**src/byte_sorter_ascending_defines.svh**
```systemverilog
// Assertion macros shared by the sorter RTL.
`ifndef BYTE_SORTER_ASCENDING_DEFINES_SVH
`define BYTE_SORTER_ASCENDING_DEFINES_SVH

`ifndef SYNTHESIS
// Same-cycle implication, checked on every clock edge outside reset.
`define BSA_ASSERT_NOW(lbl, ante, cons) \
  lbl: assert property (@(posedge clk) disable iff (!rst_n) (ante) |-> (cons)) \
    else $error("sorter assertion failed");
// Next-cycle implication.
`define BSA_ASSERT_NEXT(lbl, ante, cons) \
  lbl: assert property (@(posedge clk) disable iff (!rst_n) (ante) |=> (cons)) \
    else $error("sorter assertion failed");
// Condition that must never hold.
`define BSA_ASSERT_NEVER(lbl, cond) \
  lbl: assert property (@(posedge clk) disable iff (!rst_n) !(cond)) \
    else $error("sorter assertion failed");
`else
`define BSA_ASSERT_NOW(lbl, ante, cons)
`define BSA_ASSERT_NEXT(lbl, ante, cons)
`define BSA_ASSERT_NEVER(lbl, cond)
`endif

`endif

```
**src/bsa_pkg.sv**
```systemverilog
`default_nettype none

package bsa_pkg;

  // Number of cells in the chain.
  localparam int DEPTH = 32;
  // Fill count width, able to hold DEPTH itself.
  localparam int CNT_W = $clog2(DEPTH + 1);

  // One request of the input channel.
  typedef struct packed {
    logic [7:0] in_value;
    logic       in_last;
  } bsa_in_t;

  // One request of the result channel.
  typedef struct packed {
    logic [7:0] sorted_value;
    logic       out_last;
    logic       overflow;
  } bsa_out_t;

  // Per-cycle command broadcast to every cell.
  typedef struct packed {
    logic ins;
    logic shl;
  } bsa_ctl_t;

  // Controller states.
  typedef enum logic {
    ST_FILL,
    ST_DRAIN
  } bsa_state_t;

endpackage

`default_nettype wire

```
**src/bsa_cell.sv**
```systemverilog
`default_nettype none

module bsa_cell (
  input  wire logic              clk,
  input  wire bsa_pkg::bsa_ctl_t ctl,
  input  wire logic [7:0]        new_val,
  input  wire logic              occ,
  input  wire logic              left_gt,
  input  wire logic [7:0]        left_val,
  input  wire logic [7:0]        right_val,
  output logic [7:0]             val,
  output logic                   gt
);
  import bsa_pkg::*;

  logic [7:0] val_r;
  logic [7:0] val_nxt;

  // An empty cell counts as larger than any byte, so it takes part in insertion.
  assign gt  = !occ || (val_r > new_val);
  assign val = val_r;

  // Insertion: bytes above the new one move one cell up, and the first such
  // cell takes the new byte. Draining moves every byte one cell down.
  always_comb begin
    val_nxt = val_r;
    if (ctl.shl) begin
      val_nxt = right_val;
    end else if (ctl.ins && gt) begin
      val_nxt = left_gt ? left_val : new_val;
    end
  end

  always_ff @(posedge clk) begin
    val_r <= val_nxt;
  end

endmodule

`default_nettype wire

```
**src/byte_sorter_ascending.sv**
```systemverilog
// Insertion sorter over a chain of DEPTH cells: one input byte is taken per cycle while filling.
// A byte that finds room is in place in the chain in the cycle after its request is accepted.
// After the marked byte the list drains smallest first, one result per cycle while
// out_ready is high; no input is taken while draining, so input is held off until
// the last result of the list is taken, however long the receiver holds out_ready low.
// Synchronous active-low reset empties the chain and clears the overflow flag.
`default_nettype none
`include "byte_sorter_ascending_defines.svh"

module byte_sorter_ascending (
  input  wire logic              clk,
  input  wire logic              rst_n,
  input  wire logic              in_valid,
  output logic                   in_ready,
  input  wire bsa_pkg::bsa_in_t  in_data,
  output logic                   out_valid,
  input  wire logic              out_ready,
  output bsa_pkg::bsa_out_t      out_data
);
  import bsa_pkg::*;

  bsa_state_t       state_r;
  bsa_state_t       state_nxt;
  logic [CNT_W-1:0] count_r;
  logic [CNT_W-1:0] count_nxt;
  logic             dropped_r;
  logic             dropped_nxt;

  logic             in_fire;
  logic             out_fire;
  logic             room;
  logic             final_out;
  bsa_ctl_t         ctl;

  logic [7:0]       cell_val [DEPTH];
  logic             cell_gt  [DEPTH];

  assign in_fire   = in_valid && in_ready;
  assign out_fire  = out_valid && out_ready;
  assign room      = count_r < CNT_W'(DEPTH);
  assign final_out = count_r == CNT_W'(1);

  // Next state.
  always_comb begin
    state_nxt = state_r;
    unique case (state_r)
      ST_FILL: begin
        if (in_fire && in_data.in_last) begin
          state_nxt = ST_DRAIN;
        end
      end
      ST_DRAIN: begin
        if (out_fire && final_out) begin
          state_nxt = ST_FILL;
        end
      end
      default: state_nxt = ST_FILL;
    endcase
  end

  // Handshake and cell commands. Ready is high throughout filling and valid
  // throughout draining, so the other side's signal alone decides the transfer.
  always_comb begin
    in_ready  = 1'b0;
    out_valid = 1'b0;
    ctl.ins   = 1'b0;
    ctl.shl   = 1'b0;
    unique case (state_r)
      ST_FILL: begin
        in_ready = 1'b1;
        ctl.ins  = in_valid && room;
      end
      ST_DRAIN: begin
        out_valid = 1'b1;
        ctl.shl   = out_ready;
      end
      default: begin
        in_ready = 1'b0;
      end
    endcase
  end

  // Fill count and overflow flag.
  always_comb begin
    count_nxt   = count_r;
    dropped_nxt = dropped_r;
    if (ctl.ins) begin
      count_nxt = count_r + CNT_W'(1);
    end else if (ctl.shl) begin
      count_nxt = count_r - CNT_W'(1);
    end
    if (in_fire && !room) begin
      dropped_nxt = 1'b1;
    end else if (out_fire && final_out) begin
      dropped_nxt = 1'b0;
    end
  end

  always_ff @(posedge clk) begin
    if (!rst_n) begin
      state_r   <= ST_FILL;
      count_r   <= '0;
      dropped_r <= 1'b0;
    end else begin
      state_r   <= state_nxt;
      count_r   <= count_nxt;
      dropped_r <= dropped_nxt;
    end
  end

  // The chain of cells; cell 0 always holds the smallest byte.
  for (genvar i = 0; i < DEPTH; i++) begin : g_cell
    logic       occ;
    logic       left_gt;
    logic [7:0] left_val;
    logic [7:0] right_val;

    assign occ = CNT_W'(i) < count_r;

    if (i == 0) begin : g_head
      assign left_gt  = 1'b0;
      assign left_val = '0;
    end else begin : g_body
      assign left_gt  = cell_gt[i-1];
      assign left_val = cell_val[i-1];
    end

    if (i == DEPTH - 1) begin : g_tail
      assign right_val = '0;
    end else begin : g_inner
      assign right_val = cell_val[i+1];
    end

    bsa_cell u_cell (
      .clk       (clk),
      .ctl       (ctl),
      .new_val   (in_data.in_value),
      .occ       (occ),
      .left_gt   (left_gt),
      .left_val  (left_val),
      .right_val (right_val),
      .val       (cell_val[i]),
      .gt        (cell_gt[i])
    );
  end

  // The result comes straight from the head cell's register.
  assign out_data.sorted_value = cell_val[0];
  assign out_data.out_last     = final_out;
  assign out_data.overflow     = dropped_r;

  `BSA_ASSERT_NEVER(a_ready_and_valid, in_ready && out_valid)
  `BSA_ASSERT_NEVER(a_count_bound, count_r > CNT_W'(DEPTH))
  `BSA_ASSERT_NEXT(a_last_starts_drain, in_fire && in_data.in_last, out_valid)
  `BSA_ASSERT_NEXT(a_final_ends_drain, out_fire && final_out, in_ready && count_r == '0)
  `BSA_ASSERT_NEVER(a_empty_drain, out_valid && count_r == '0)

endmodule

`default_nettype wire

```
**config.mk**
```make
export PLATFORM = sky130hd
export DESIGN_NAME = byte_sorter_ascending
export DESIGN_NICKNAME = d
export VERILOG_FILES = /design/src/bsa_pkg.sv /design/src/bsa_cell.sv /design/src/byte_sorter_ascending.sv
export VERILOG_INCLUDE_DIRS = /design/src /design/src/src
export SDC_FILE = /design/constraint.sdc
export NUM_CORES = 1
export LEC_CHECK = 0
export BUFFER_PORTS_ARGS = -buffer_cell sky130_fd_sc_hd__buf_2
export CORE_AREA = 2 2 171 240
export DETAILED_ROUTE_END_ITERATION = 8
export DIE_AREA = 0 0 173 242
export MAX_ROUTING_LAYER = met4
export PLACE_DENSITY = 0.7
export SKIP_CTS_REPAIR_TIMING = 1
export SYNTH_ARGS = -nofsm -noshare
export SYNTH_HDL_FRONTEND = slang
export SYNTH_SLANG_ARGS = --single-unit
export TNS_END_PERCENT = 10
```
**constraint.sdc**
```tcl
create_clock -name clk -period 9.12 [get_ports clk]
set_input_delay 0.456 -clock clk [delete_from_list [all_inputs] [get_ports clk]]
set_output_delay 0.456 -clock clk [all_outputs]
set_load 0.1 [all_outputs]
```
==> Word level (Yosys, flattened, before mapping) <==
Index checks and enable logic that the tools add are counted.
{ "word_totals": {"register_bits": 264, "in_bits": 13, "word_cells": 344} }
{ "classes": {"n_addsub": 2, "n_lt_le_gt_ge": 65, "eq_ne": 1, "mux": 104, "bitwise_logic": 1, "n_reduce_logical": 136} }
{ "op_table": {"columns": ["op", "count"], "rows": [
  ["$mux 8", 93],
  ["$gt 8x8->1", 32],
  ["$lt 5x6->1 const A", 16],
  ["$reduce_bool 2->1", 33],
  ["$lt 4x6->1 const A", 8],
  ["$logic_and 1x1->1", 38],
  ["$logic_not 1->1", 33],
  ["$logic_or 1x1->1", 32],
  ["$lt 3x6->1 const A", 4],
  ["$lt 1x6->1 const A", 2],
  ["$lt 2x6->1 const A", 2],
  ["$mux 6", 2],
  ["$mux 1", 8],
  ["$add 6x1->6 const B", 1],
  ["$eq 6x1->1 const B", 1],
  ["$lt 6x6->1 const B", 1],
  ["$sub 6x1->6 const B", 1],
  ["$pmux 1 s2", 1],
  ["$not 1->1", 1]
]} }

==> Longest topological paths before layout <==
Gate-level depths: netlist (run 1).
{ "logic_depth": {"word_depth": 6, "mapped_depth": 10, "depth_no_buf": 7} }

==> Hierarchy <==
A second synthesis (run 1) with hierarchy kept.
{ "hier_totals": {"cells_unflattened": 2135, "hier_area_um2": 21164.0} }
{ "by_module_without_submodules": {"columns": ["module", "instances", "cells_each", "area_each_um2"], "rows": [
  ["bsa_cell", 32, 63, 635.6],
  ["byte_sorter_ascending", 1, 119, 824.5]
]} }

==> Worst setup path after synthesis (run 1) <==
Ideal clock, no wire load.
{ "synth_path": {"kind": "input -> register", "start": "in in_data[8] (netlist bit)", "end": "reg g_cell[30].u_cell.val_r[0] (enable)", "t_arrival_ns": 2.896, "setup_slack_ns": 5.840, "path_stages": 8, "cell_sequence": "inv_1 -> ha_1 -> nand4_1 -> nor2_1 -> a211oi_2 -> clkbuf_1 -> nor3_1 -> o21ai_0"} }
{ "synth_between": {"elab_chain_cells": 4} }
{ "synth_lines": {"columns": ["element", "line_no", "source"], "rows": [
  ["start: declaration", "byte_sorter_ascending.sv:15", "input wire bsa_pkg::bsa_in_t in_data,"],
  ["$gt 8x8->1", "bsa_cell.sv:20", "assign gt = !occ || (val_r > new_val);"],
  ["$logic_or 1x1->1", "bsa_cell.sv:20", null],
  ["$logic_and 1x1->1", "bsa_cell.sv:29", "end else if (ctl.ins && gt) begin"],
  ["$reduce_bool 2->1 (no source line)", null, null],
  ["end signal: assignment", "bsa_cell.sv:35", "val_r <= val_nxt;"],
  ["end: declaration", "bsa_cell.sv:16", "logic [7:0] val_r;"]
]} }
No other way between the ends.
A chain may end at the register's enable or synchronous reset.

==> Worst setup path after layout (run 1) <==
{ "layout_path": {"start": "in in_data[6] (netlist bit)", "end": "reg g_cell[30].u_cell.val_r[5] (enable)"} }
The elaborated chain is that of the path after synthesis.

==> flow_summary.json, run 1 <==
{
  "cap_violations": 0,
  "grt_max_degree": 204,
  "fin_tns_setup_ns": 0,
  "critPathTopFamily": "compound AO/OA/AOI/OAI gates",
  "synth_cells": 2342,
  "globalplace.congestion": 0.981,
  "clk_pin_slew_ns": 0.07,
  "cp_num_cells": 8,
  "clock_latency_ns": 0.59,
  "yosysUniqueCellTypes": 49,
  "dp_hpwl_mm": 48.0,
  "drive_gt1_frac": 0.0637,
  "synth_edf_count": 248,
  "area.growth.synth_to_final_pct": 5.24,
  "tightest_slew_ns": 1.27,
  "power_per_cell_area_nw_per_um2": 205,
  "post-route-period-util": 0.487,
  "antenna_found_initial": 0,
  "drc": 0,
  "min_period_ns": 4.44,
  "cts_sinks": 264,
  "reg2reg_depth": 5,
  "die_area_um2": 41900,
  "initialDrtViolationCount": 2510,
  "met1_length_mm": 26.6,
  "cts_tree": "done",
  "routed.top_layer": "met4",
  "rsz0062_at_grt": "false",
  "fp-row-count": 87,
  "critPathMaxFanout": 32,
  "ys_async_sr_fraction": 0,
  "max_freq_ghz": 0.225,
  "htreeDepth": 1,
  "first_global_vias": 19700,
  "die_w_um": 173,
  "min-delay-start": "in_data[0]",
  "synth-seq-cells": 264,
  "grt_pass1_wl_mm": 110,
  "cp.arrival_ns": 4.65,
  "cpPeakStageDelay_ns": 0.85,
  "yosys_warnings": 0,
  "grt_usage": 0.341,
  "avgSynthCellArea_um2": 9.19,
  "path_buf_inv": 2,
  "ys_seq_area_frac": 0.361,
  "vdd_drop_max_mv": 0.188,
  "crit_type": "primary input to register",
  "postLayoutCoreUtil": 0.569,
  "finalMaxSlewViolations": 0,
  "ant_nets": 0,
  "critPathRequiredTime_ns": 9.32,
  "initial_utilization": 0.540,
  "endpoint_kind": "register",
  "netlist_area_um2": 21500,
  "die_h_um": 242,
  "startpoint": "in_data[6]",
  "path_cells": "buf_2 -> inv_2 -> ha_1 -> nand4_1 -> nor2_1 -> a21oi_1 -> nor3_1 -> o21ai_0",
  "io_buffers": 24,
  "max_slew_margin": 0.147,
  "nNetsFinal": 2521,
  "synth_flop_cell": "edfxtp_1",
  "gr-total-overflow": 0,
  "outcome": "finished, final reports clean",
  "finalSetupViolCount": 0,
  "met2_length_mm": 34.3,
  "hold_depth": 3,
  "syn-num-nets": 2606,
  "critPathSlowestCell": "a21oi_1",
  "root_buffer": "clkbuf_16",
  "wl_met3_mm": 6.55,
  "clock_skew_ns": 0.0126,
  "via_per_inst": 7.31,
  "num_antenna_cells": 0,
  "drt-total-wl_mm": 72.2,
  "cp-start-kind": "primary input",
  "cts_max_path_buffers": 3,
  "cts_buffers": 28,
  "post_drt_wl_per_cell_um": 25.7,
  "hp-class": "primary input to register",
  "io_pins": 25,
  "hold_viol_final": 0,
  "vias": 20600,
  "dr.pass1.iters": 6,
  "rr_startpoint": "count_r[4]$_SDFFE_PN0P_",
  "core_um2": 39800,
  "cellLeakagePower_nw": 7.83
}
[synth_stat cells, types with 5 or more instances]
library cell	n	area share
a211oi_2	31	0.018
nand4_1	303	0.088
edfxtp_1	248	0.35
o21ai_1	37	0.0086
nor3_1	33	0.0077
a211o_1	30	0.012
a21oi_2	11	0.0045
o31ai_1	240	0.084
nand2_1	66	0.012
buf_2	23	0.0053
buf_6	9	0.0047
buf_1	31	0.0054
inv_1	43	0.0075
a21o_1	10	0.0035
or4_1	8	0.0028
nor2_2	5	0.0015
dfxtp_1	16	0.015
clkbuf_1	92	0.016
ha_1	251	0.15
nand3_1	10	0.0023
a21oi_1	96	0.022
nor2_1	282	0.049
a31oi_1	240	0.070
nor2b_1	65	0.019
a32oi_1	8	0.0033
o211ai_1	39	0.014
o21ai_0	74	0.017
[cells in the final DEF, fill, tap and decap left out, types with 16 or more instances in the layout]
| cell | netlist | layout |
|---|---|---|
| ha_1 | 251 | 251 |
| buf_4 | 3 | 18 |
| o21ai_0 | 74 | 74 |
| o31ai_1 | 240 | 240 |
| nor2_1 | 282 | 282 |
| a211oi_2 | 31 | 31 |
| a31oi_1 | 240 | 240 |
| a211o_1 | 30 | 30 |
| dfxtp_1 | 16 | 16 |
| a21oi_1 | 96 | 96 |
| edfxtp_1 | 248 | 248 |
| clkbuf_16 | 0 | 30 |
| inv_1 | 43 | 36 |
| nand4_1 | 303 | 303 |
| nand2_1 | 66 | 65 |
| buf_2 | 23 | 23 |
| nor2b_1 | 65 | 65 |
| o21ai_1 | 37 | 37 |
| nor3_1 | 33 | 33 |
| o211ai_1 | 39 | 39 |
[worst reg2reg max path: cells and delay by family, from the launching register on]
kind               cells  cell delay [ns]
AOI/OAI and AO/OA      2             1.26
and+or+nand+nor        3             1.09
DFF                    1             0.71
[layer usage]
layer | vias to the layer above | global-route usage
met2 | 1230 | 0.561
met1 | 9627 | 0.398
li1 | 9371 | -
met4 | 0 | 0.211
met5 | - | -
met3 | 326 | 0.0427
[power by group]
group | switching, mW | internal, mW | total [mW] | leakage [nW]
sequential | 0.265 | 1.66 | 1.93 | 2.52
combinational | 1.06 | 0.530 | 1.59 | 4.89
clock | 0.497 | 0.620 | 1.12 | 0.422
total | 1.82 | 2.81 | 4.64 | 7.83
[worst paths after layout]
kind | end | slack, ns
worst min register to register | g_cell[31].u_cell.val[6]$_SDFFE_PP0P_ | 0.48
worst max-delay path | g_cell[30].u_cell.val[5]$_DFFE_PP_ | 4.68
worst min-delay path | state_r$_SDFF_PN0_ | 0.22
worst max register to register | g_cell[24].u_cell.val[5]$_DFFE_PP_ | 5.66
[cell type report]
cell class                      count  area (µm²)
Fill cell                        3558       17200
Clock buffer                       43         830
Clock inverter                      7        31.3
Tap cell                          534         668
Timing Repair Buffer               43         290
Sequential cell                   264        7770
Multi-Input combinational cell   1876       12900
Inverter                           44         165
[cells by family after synthesis]
group | Yosys count | synth area share
compound gates | 828 | 0.263
simple gates | 794 | 0.189
mux | 1 | 0.000465
xor+xnor | 2 | 0.000814
buf+inv | 202 | 0.0402
fa+ha+maj | 251 | 0.146
flops | 264 | 0.361
[per-stage QoR]
stage | worst slack [ns] | std cells | total power, mW | hold WS [ns] | instance area [µm²]
2_1_floorplan | 5.84 | 2342 | 3.00 | 0.437 | 21500
3_3_place_gp | 4.38 | 2761 | 3.42 | 0.450 | 21800
3_5_place_dp | 4.22 | 2761 | 3.48 | 0.458 | 21800
4_1_cts | 4.83 | 2811 | 4.59 | 0.203 | 22700
5_1_grt | 4.52 | 2811 | 4.85 | 0.244 | 22700
6_report | 4.68 | 2811 | 4.64 | 0.216 | 22700
[state kept, by name, indices dropped and copies added, names as in the netlist]
register / flops
dropped_r: 1
state_r: 1
g_cell.u_cell.val: 256
count_r: 6
No activity file was read; power rests on OpenSTA's default activity.
==> inputs of run 2 (changes only) <==
Clock period 9.12 ns to 4.2 ns, I/O delays scaled along.
==> flow_summary.json, run 2 (synthesized netlist as in run 1, its figures left out) <==
{
  "outcome": "finished, final reports clean",
  "endpoint_kind": "register",
  "max_freq_ghz": 0.305,
  "post_drt_wl_per_cell_um": 25.9,
  "ant_nets": 0,
  "placed_cell_area_um2": 22300,
  "globalplace.congestion": 0.930,
  "drc": 0,
  "hold_viol_final": 0,
  "use_met3": 0.0491,
  "gr-total-overflow": 0,
  "via_per_inst": 7.28,
  "fp-row-count": 87,
  "min-delay-start": "in_data[0]",
  "fin_tns_setup_ns": 0,
  "cts_buffers": 29,
  "p_sw_frac": 0.388,
  "mostFrequentLayoutCells": "nand4_1, nor2_1, ha_1, edfxtp_1",
  "vdd_drop_max_mv": 0.350,
  "post-route-period-util": 0.781,
  "hold_depth": 3,
  "pwr-share-clk": 0.257,
  "power_per_cell_area_nw_per_um2": 449,
  "rr_startpoint": "count_r[1]$_SDFFE_PN0P_",
  "die_area_um2": 41900,
  "largest_reg_flops": 256,
  "use_met2": 0.613,
  "drive_gt1_frac": 0.0942,
  "htreeDepth": 1,
  "cpPeakStageDelay_ns": 0.63,
  "tightest_slew_ns": 0.960,
  "num_antenna_cells": 0,
  "die_w_um": 173,
  "reg2reg_depth": 8,
  "cap_violations": 0,
  "final_area_um2": 23300,
  "cts_max_path_buffers": 3,
  "min_period_ns": 3.28,
  "finalSetupViolCount": 0,
  "clock_latency_ns": 0.58,
  "area.growth.synth_to_final_pct": 8.26,
  "grt_pass1_wl_mm": 114,
  "crit_type": "register to register",
  "critPathSlowestCell": "nor2b_1",
  "max_slew_margin": 0.360,
  "cp.arrival_ns": 3.57,
  "core_um2": 39800,
  "grt_usage": 0.354,
  "final_common_cell": "nand4_1",
  "antenna_found_initial": 0,
  "grt_max_degree": 96,
  "cp-start-kind": "register",
  "drt-total-wl_mm": 74.6,
  "clk_pin_slew_ns": 0.07,
  "vias": 21000,
  "initialDrtViolationCount": 2396,
  "cellLeakagePower_nw": 8.22,
  "io_buffers": 24,
  "clock_skew_ns": 0.0142,
  "dr.pass1.iters": 9,
  "io_pins": 25,
  "p_int_mw": 6.40,
  "grt_util_met1": 0.396,
  "path_cells": "inv_1 -> ha_1 -> nor2b_1 -> o21ai_0 -> nor2b_1 -> nor3_1 -> o21ai_0 -> buf_4",
  "p_seq_frac": 0.401,
  "startpoint": "count_r[1]$_SDFFE_PN0P_",
  "hp-class": "primary input to register",
  "dp_hpwl_mm": 52.4,
  "cts_sinks": 264,
  "die_h_um": 242,
  "first_global_vias": 20100,
  "power_switching_mw": 4.06,
  "critPathMaxFanout": 12,
  "nNetsFinal": 2588,
  "initial_utilization": 0.540,
  "critPathRequiredTime_ns": 4.49,
  "finalPower_mw": 10.5,
  "root_buffer": "clkbuf_16",
  "p_comb_frac": 0.342,
  "rsz0062_at_grt": "false",
  "cts_tree": "done",
  "finalMaxSlewViolations": 0,
  "busiest_layer": "met2"
}
[run 2: cell count changes in the layout (fill, tap and decap cells not counted), sizes merged]
cell and change:
inv -1, buf +66, clkinvlp +2, clkbuf +1, bufinv +1
[run 2: path summary, 6_finish.rpt]
check	endpoint	slack, ns
worst min-delay path	state_r$_SDFF_PN0_	0.06
worst max register to register	g_cell[20].u_cell.val[3]$_DFFE_PP_	0.92
worst max-delay path	g_cell[20].u_cell.val[3]$_DFFE_PP_	0.92
worst min register to register	g_cell[31].u_cell.val[5]$_SDFFE_PP0P_	0.47
[run 2: layout make-up]
class,instances,area (µm²)
Clock buffer,44,917
Clock inverter,9,73.8
Fill cell,3526,16500
Inverter,44,165
Multi-Input combinational cell,1876,12900
Sequential cell,264,7770
Tap cell,534,668
Timing Repair Buffer,109,811
[run 2: worst max-delay path, delay by kind of cell, from the launching register on]
kind	cells	cell delay [ns]
flops	1	0.48
compound gates	2	0.71
simple gates	3	0.86
fa+ha+maj	1	0.48
buf+inv	2	0.46
[run 2: power by group through the flow]
stage	combinational [mW]	clock, mW	sequential (mW)
after floorplan	2.53	0	3.99
after global placement	3.31	0	4.22
after detailed placement	3.47	0	4.22
after CTS	3.49	2.69	4.18
after global routing	3.92	2.77	4.23
final	3.58	2.69	4.20
[run 2: through the flow]
stage               setup WS (ns)  hold WS (ns)  std cells  utilization
floorplan                    1.09         0.416       2342            -
global placement             1.10         0.453       2827        0.560
detailed placement           1.05         0.453       2827        0.560
CTS                          1.02        0.0354       2880        0.585
global route                0.846        0.0634       2880        0.585
finish                      0.919        0.0574       2880        0.585
[run 2: layer usage]
layer / wire, µm / up-vias
met5: 0 / -
met4: 4550 / 0
li1: - / 9502
met3: 6440 / 344
met1: 26500 / 9936
met2: 37100 / 1175
